**src/rtl/nfa_pkg.sv**
```systemverilog
// Shared types and constants of the NFA regex matcher.
package nfa_pkg;

    typedef enum logic [1:0] {
        ACT_WRITE  = 2'd0,
        ACT_BEGIN  = 2'd1,
        ACT_CHAR   = 2'd2,
        ACT_FINISH = 2'd3
    } t_action;

    localparam logic [1:0] KIND_LABEL = 2'd0;
    localparam logic [1:0] KIND_SPLIT = 2'd1;
    localparam logic [1:0] KIND_MATCH = 2'd2;

    localparam int unsigned ENTRY_W  = 34;
    localparam int unsigned STACK_D  = 256;
    localparam int unsigned MARKS_D  = 256;
    localparam logic [2:0]  REG_START = 3'd0;
    localparam logic [2:0]  REG_COUNT = 3'd4;

    typedef enum logic [7:0] {
        S_IDLE    = 8'b0000_0001,
        S_LIST_RD = 8'b0000_0010,
        S_LIST_WT = 8'b0000_0100,
        S_TBL_WT  = 8'b0000_1000,
        S_CL_CHK  = 8'b0001_0000,
        S_CL_TBL  = 8'b0010_0000,
        S_POP_WT  = 8'b0100_0000,
        S_FIN_OUT = 8'b1000_0000
    } t_state;

    typedef struct packed {
        logic wr_table;
        logic begin_init;
        logic char_init;
        logic fin_init;
        logic list_rd;
        logic tbl_rd_list;
        logic j_inc;
        logic cl_load;
        logic cl_mark;
        logic push;
        logic append;
        logic pop_rd;
        logic pop_ld;
        logic phase_flip;
        logic hit_set;
        logic out_load;
    } t_cmd;

    typedef struct packed {
        logic j_lt_count;
        logic lbl_hit;
        logic is_match;
        logic skip;
        logic is_split;
        logic sp_zero;
        logic out_busy;
    } t_status;

endpackage

```
**src/rtl/nfa_ctrl.sv**
```systemverilog
// Sequencer of the NFA matcher: list walk, closure and finish scan.
module nfa_ctrl (
    input  logic             i_clk,
    input  logic             i_rst_n,
    input  logic             i_accept,
    input  logic [1:0]       i_action,
    input  nfa_pkg::t_status i_status,
    output nfa_pkg::t_cmd    o_cmd,
    output logic             o_idle
);
    import nfa_pkg::*;

    t_state  r_state, n_state;
    t_action r_mode, n_mode;

    assign o_idle = (r_state == S_IDLE);

    always_ff @(posedge i_clk) begin
        if (!i_rst_n) begin
            r_state <= S_IDLE;
            r_mode  <= ACT_WRITE;
        end else begin
            r_state <= n_state;
            r_mode  <= n_mode;
        end
    end

    always_comb begin
        t_state ret;
        ret     = (r_mode == ACT_CHAR) ? S_LIST_RD : S_IDLE;
        o_cmd   = '0;
        n_state = r_state;
        n_mode  = r_mode;
        case (r_state)
            S_IDLE: begin
                if (i_accept) begin
                    n_mode = t_action'(i_action);
                    case (t_action'(i_action))
                        ACT_WRITE:  o_cmd.wr_table = 1'b1;
                        ACT_BEGIN: begin
                            o_cmd.begin_init = 1'b1;
                            n_state = S_CL_CHK;
                        end
                        ACT_CHAR: begin
                            o_cmd.char_init = 1'b1;
                            n_state = S_LIST_RD;
                        end
                        ACT_FINISH: begin
                            o_cmd.fin_init = 1'b1;
                            n_state = S_LIST_RD;
                        end
                        default: n_state = S_IDLE;
                    endcase
                end
            end
            S_LIST_RD: begin
                if (i_status.j_lt_count) begin
                    o_cmd.list_rd = 1'b1;
                    n_state = S_LIST_WT;
                end else if (r_mode == ACT_CHAR) begin
                    o_cmd.phase_flip = 1'b1;
                    n_state = S_IDLE;
                end else begin
                    n_state = S_FIN_OUT;
                end
            end
            S_LIST_WT: begin
                o_cmd.tbl_rd_list = 1'b1;
                n_state = S_TBL_WT;
            end
            S_TBL_WT: begin
                o_cmd.j_inc = 1'b1;
                n_state = S_LIST_RD;
                if (r_mode == ACT_CHAR) begin
                    if (i_status.lbl_hit) begin
                        o_cmd.cl_load = 1'b1;
                        n_state = S_CL_CHK;
                    end
                end else if (i_status.is_match) begin
                    o_cmd.hit_set = 1'b1;
                end
            end
            S_CL_CHK: begin
                if (!i_status.skip) begin
                    o_cmd.cl_mark = 1'b1;
                    n_state = S_CL_TBL;
                end else if (i_status.sp_zero) begin
                    n_state = ret;
                end else begin
                    o_cmd.pop_rd = 1'b1;
                    n_state = S_POP_WT;
                end
            end
            S_CL_TBL: begin
                if (i_status.is_split) begin
                    o_cmd.push = 1'b1;
                    n_state = S_CL_CHK;
                end else begin
                    o_cmd.append = 1'b1;
                    if (i_status.sp_zero) begin
                        n_state = ret;
                    end else begin
                        o_cmd.pop_rd = 1'b1;
                        n_state = S_POP_WT;
                    end
                end
            end
            S_POP_WT: begin
                o_cmd.pop_ld = 1'b1;
                n_state = S_CL_CHK;
            end
            S_FIN_OUT: begin
                if (!i_status.out_busy) begin
                    o_cmd.out_load = 1'b1;
                    n_state = S_IDLE;
                end
            end
            default: n_state = S_IDLE;
        endcase
    end
endmodule

```
**config.mk**
```make
export PLATFORM = sky130hd
export DESIGN_NAME = nfa_ctrl
export DESIGN_NICKNAME = d
export VERILOG_FILES = /design/src/rtl/nfa_pkg.sv /design/src/rtl/nfa_ctrl.sv
export SDC_FILE = /design/constraint.sdc
export NUM_CORES = 1
export LEC_CHECK = 0
export BUFFER_PORTS_ARGS = -buffer_cell sky130_fd_sc_hd__buf_4
export CORE_MARGIN = 4
export CORE_UTILIZATION = 46
export DETAILED_ROUTE_END_ITERATION = 8
export GPL_ROUTABILITY_DRIVEN = 0
export HOLD_SLACK_MARGIN = 0.15
export PLACE_DENSITY = 0.77
export SYNTH_ARGS = -nofsm -noshare
export SYNTH_HDL_FRONTEND = slang
export SYNTH_SLANG_ARGS = --single-unit
```
**constraint.sdc**
```tcl
create_clock -name i_clk -period 1.7 [get_ports i_clk]
set_input_delay 0.17 -clock i_clk [delete_from_list [all_inputs] [get_ports i_clk]]
set_output_delay 0.17 -clock i_clk [all_outputs]
set_load 0.03 [all_outputs]
```
* Word-level counts from Yosys, hierarchy flattened
Cells that the tools add are included.
Cells by class: eq/ne operators 15, multiplexer cells 41, reductions and logical operators 4
Operators by type and width (number):
- $pmux 8 s8 | 1
- $mux 8 | 6
- $mux 1 | 23
- $pmux 8 s2 | 1
- $mux 5 | 2
- $eq 8x1->1 const B | 1
- $eq 8x2->1 const B | 1
- $eq 8x3->1 const B | 1
- $eq 8x4->1 const B | 1
- $eq 8x5->1 const B | 1
- $eq 8x6->1 const B | 1
- $eq 8x7->1 const B | 1
- $eq 8x8->1 const B | 1
- $mux 2 | 4
- $mux 4 | 2
- $mux 7 | 1
- $eq 2x2->1 const B | 3
- $ne 2x2->1 const B | 2
- $ne 3x2->1 const B | 1
- $reduce_and 3->1 | 1
- $eq 2x1->1 const B | 1
- $logic_not 2->1 | 1
- $pmux 1 s2 | 1
- $reduce_and 2->1 | 1
- $reduce_or 2->1 | 1
Storage, ports and cells: word-level logic and storage cells 62, input bits 12, output and inout port bits 17, register bits 10

* Longest topological paths before layout
depth after elaboration 5, depth in mapped cells 5

* Worst setup path after synthesis
OpenSTA, ideal clock, no wires.
kind flip-flop to output port, start reg r_state[5], end out o_cmd[12] (netlist bit), buffers on the path 1, cell stages (with the launch flop) 6, arrival time 1691 ps, data required time 1530 ps, slack -161 ps, path through dfxtp_1 nor4_4 and2_1 buf_2 nand3_1 nor2_1
RTL lines:
- from (decl) | RTL line nfa_ctrl.sv:13 | t_state r_state, n_state;
- from (signal assigned) | RTL line nfa_ctrl.sv:23 | r_state <= n_state;
- to (decl) | RTL line nfa_ctrl.sv:8 | output nfa_pkg::t_cmd o_cmd,

==> impl_metrics.ini <==
[run_status]
status = finished with violations
violations = negative setup slack

[min_path]
min_path_type = in -> reg
hold_depth = 3

[power]
p_leak_nw = 0.570
power.density_mw_per_mm2 = 1180
p_total_mw = 1.50
ir_drop_v = 0.00108

[timing]
skew_ns = 0.000314
min_period_ns = 1.87
hold_ws_ns = 0.200
min_period_over_period_pct = 110
slew_headroom_pct = 73.1
max_freq_ghz = 0.534
rsz0062_at_grt = yes
drv_slew = 0
tightest_slew_ns = 0.403
finalSetupViolations = 12
hold_viol = 0
fin_ws_ns = -0.173

[floorplan]
dieArea_mm2 = 0.00220
die_h_um = 46.9
ioPinCount = 29
die_x_um = 46.9
row_count = 13
start_util_pct = 51.0
core_mm2 = 0.00137

[worst_setup_path]
required_ns = 1.53
worst-path-stages = 5
cp-end-kind = output pin
worstPathArrival_ns = 1.70
cp_top_family = simple AND/OR/NAND/NOR gates
path_cells = nor4b_2 > and2_4 > nand3_4 > nor2_4 > buf_6
critPathMaxFanout = 6
worst_r2r_path_depth = 5
start_kind = flip-flop
cp.buffers_inverters = 1
critPathKind = reg -> out
slowest_stage = dfxtp_2
critical_path.max_stage_delay_ns = 0.43

[detailed_routing]
wl_mm = 3.12
antenna_left = 0
drc = 0
wl_per_cell_um = 20.4
vias_per_cell = 6.27
vias = 959
drt_iter0_drc = 47
drt_first_pass_iters = 4

[synth]
synthTopCellsByArea = dfxtp_1, nor2_1, nor4_4, nand3_1, nand2_1
syn_avg_cell_area_um2 = 7.83
synthesis.nets = 101
synth-seq-cells = 10
yosys_warnings = 0
syn_inst = 89
yosysTopAreaCell = dfxtp_1
synthesis.area_um2 = 697
seq_area_frac_synth_pct = 28.7
synth_top_area_share_pct = 28.7
synth_cell_types = 33

[global_route]
grt_max_degree = 9
grt_pass1_wl_mm = 3.62
grt_usage_pct = 22.8
grt_overflow_total = 0
antenna_found_initial = 0
grt_pass1_vias = 839

[clock_tree]
clockBufferDepth = 2
clk_latency_ns = 0.27
path_clk_slew_ns = 0.07
cts_tree = built
cts_buffers = 3
cts_root_buffer = clkbuf_4
h-tree-depth = 1
cts.sinks = 10

[placed_design]
hpwl_mm = 1.64
io_buffers = 28
dp_slack_ns = 0.0635

[finish]
final_util_pct = 93.0
nNetsFinal = 151
num_antenna_cells = 0
layout-drive-gt1-share_pct = 60.9
syn2layout_area_growth_pct = 82.4

[flow_run]
maxCapViolCount = 0
[cells by family (layout without fill, tap and decap cells)]
family | Yosys count | in the layout | share of synthesized area [%]
XOR/XNOR | 3 | 3 | 3.77
multiplexers | 1 | 1 | 1.44
flip-flops | 10 | 10 | 28.7
buffers and inverters | 6 | 55 | 3.95
AO/OA/AOI/OAI | 12 | 12 | 12.6
AND/OR/NAND/NOR | 57 | 57 | 49.6
[what timing repair did]
item                       CTS  global route
pin swaps                    6            11
resized for setup           16            28
setup endpoints to repair   15            19
hold buffers                 2             0
hold endpoints to repair     2             0
buffers inserted             7             3
[synthesized netlist by cell type]
master     instances
dfxtp_1           10
and3b_1            1
inv_1              4
o2111ai_1          1
nor3_1             4
nand2b_1           1
a31oi_1            1
and2_1             3
xor2_1             3
nor2_1            14
o31a_1             1
and4b_1            1
mux2i_1            1
nor4_4             2
o32ai_1            1
nor3b_1            2
a211o_1            1
o21ai_0            1
a22oi_1            1
a211oi_1           1
nand3b_1           1
and4_1             3
a311oi_1           1
and3_1             4
nand2_1            7
buf_2              1
buf_4              1
a21oi_1            2
o211ai_1           1
nand4b_1           1
nor4b_1            2
nor2b_1            4
nand3_1            7
[through the flow]
stage | instance area (um^2) | cells | TNS (ns)
6_report | 1270 | 153 | -1.04
5_1_grt | 1270 | 153 | -2.46
4_1_cts | 1150 | 150 | -0.0993
3_5_place_dp | 987 | 137 | 0
3_3_place_gp | 987 | 137 | 0
2_1_floorplan | 718 | 89 | -0.332
[report_power, final]
group / switching, mW / total, mW / leakage (nW) / internal, mW
Combinational: 0.497 / 0.932 / 0.464 / 0.435
Sequential: 0.0612 / 0.341 / 0.0851 / 0.279
Clock: 0.0953 / 0.226 / 0.0210 / 0.130
[area by class of cell]
class / count / area (um^2)
clock buffer: 4 / 36.3
sequential: 10 / 215
inverter: 4 / 15.0
fill: 46 / 95.1
multi-input combinational: 73 / 591
timing repair buffer: 47 / 395
tap: 15 / 18.8
[metal layers]
metal	part of all wire (%)	vias to the layer above	GRT usage (%)
met4	2.4	0	4.97
met5	0	-	0
met1	38	449	29.0
met2	51	73	39.3
met3	8.8	12	4.98
li1	-	425	-
[worst paths after layout]
kind	startpoint	end	slack (ns)
setup / recovery	r_state[0]$_SDFFE_PN1P_	o_cmd[12]	-0.17
setup reg to reg	r_state[0]$_SDFFE_PN1P_	r_state[0]$_SDFFE_PN1P_	0.03
hold / removal	i_status[6]	r_state[2]$_SDFFE_PN0P_	0.20
hold reg to reg	r_mode[0]$_SDFFE_PN0P_	r_mode[0]$_SDFFE_PN0P_	0.53
[state kept, by name (all words and copies together), names as in the netlist]
| signal | cells |
|---|---|
| r_mode | 2 |
| r_state | 8 |
[cells in the final DEF (no fill, tap or decap), types with 3 or more instances in the layout]
| cell | n |
|---|---|
| nor2b_1 | 3 |
| nor2_1 | 12 |
| xor2_1 | 3 |
| and3_4 | 3 |
| clkbuf_4 | 3 |
| dfxtp_2 | 6 |
| nand3_1 | 3 |
| nand2_1 | 5 |
| buf_6 | 10 |
| buf_4 | 35 |
[worst register-to-register path, stage by stage, from the launching register on]
cell and delay, ns:
dfxtp_2 0.37, nor4b_2 0.20, and2_4 0.18, buf_4 0.15, a211o_4 0.36, o31a_1 0.31
Power figures use the tool's default switching activity.
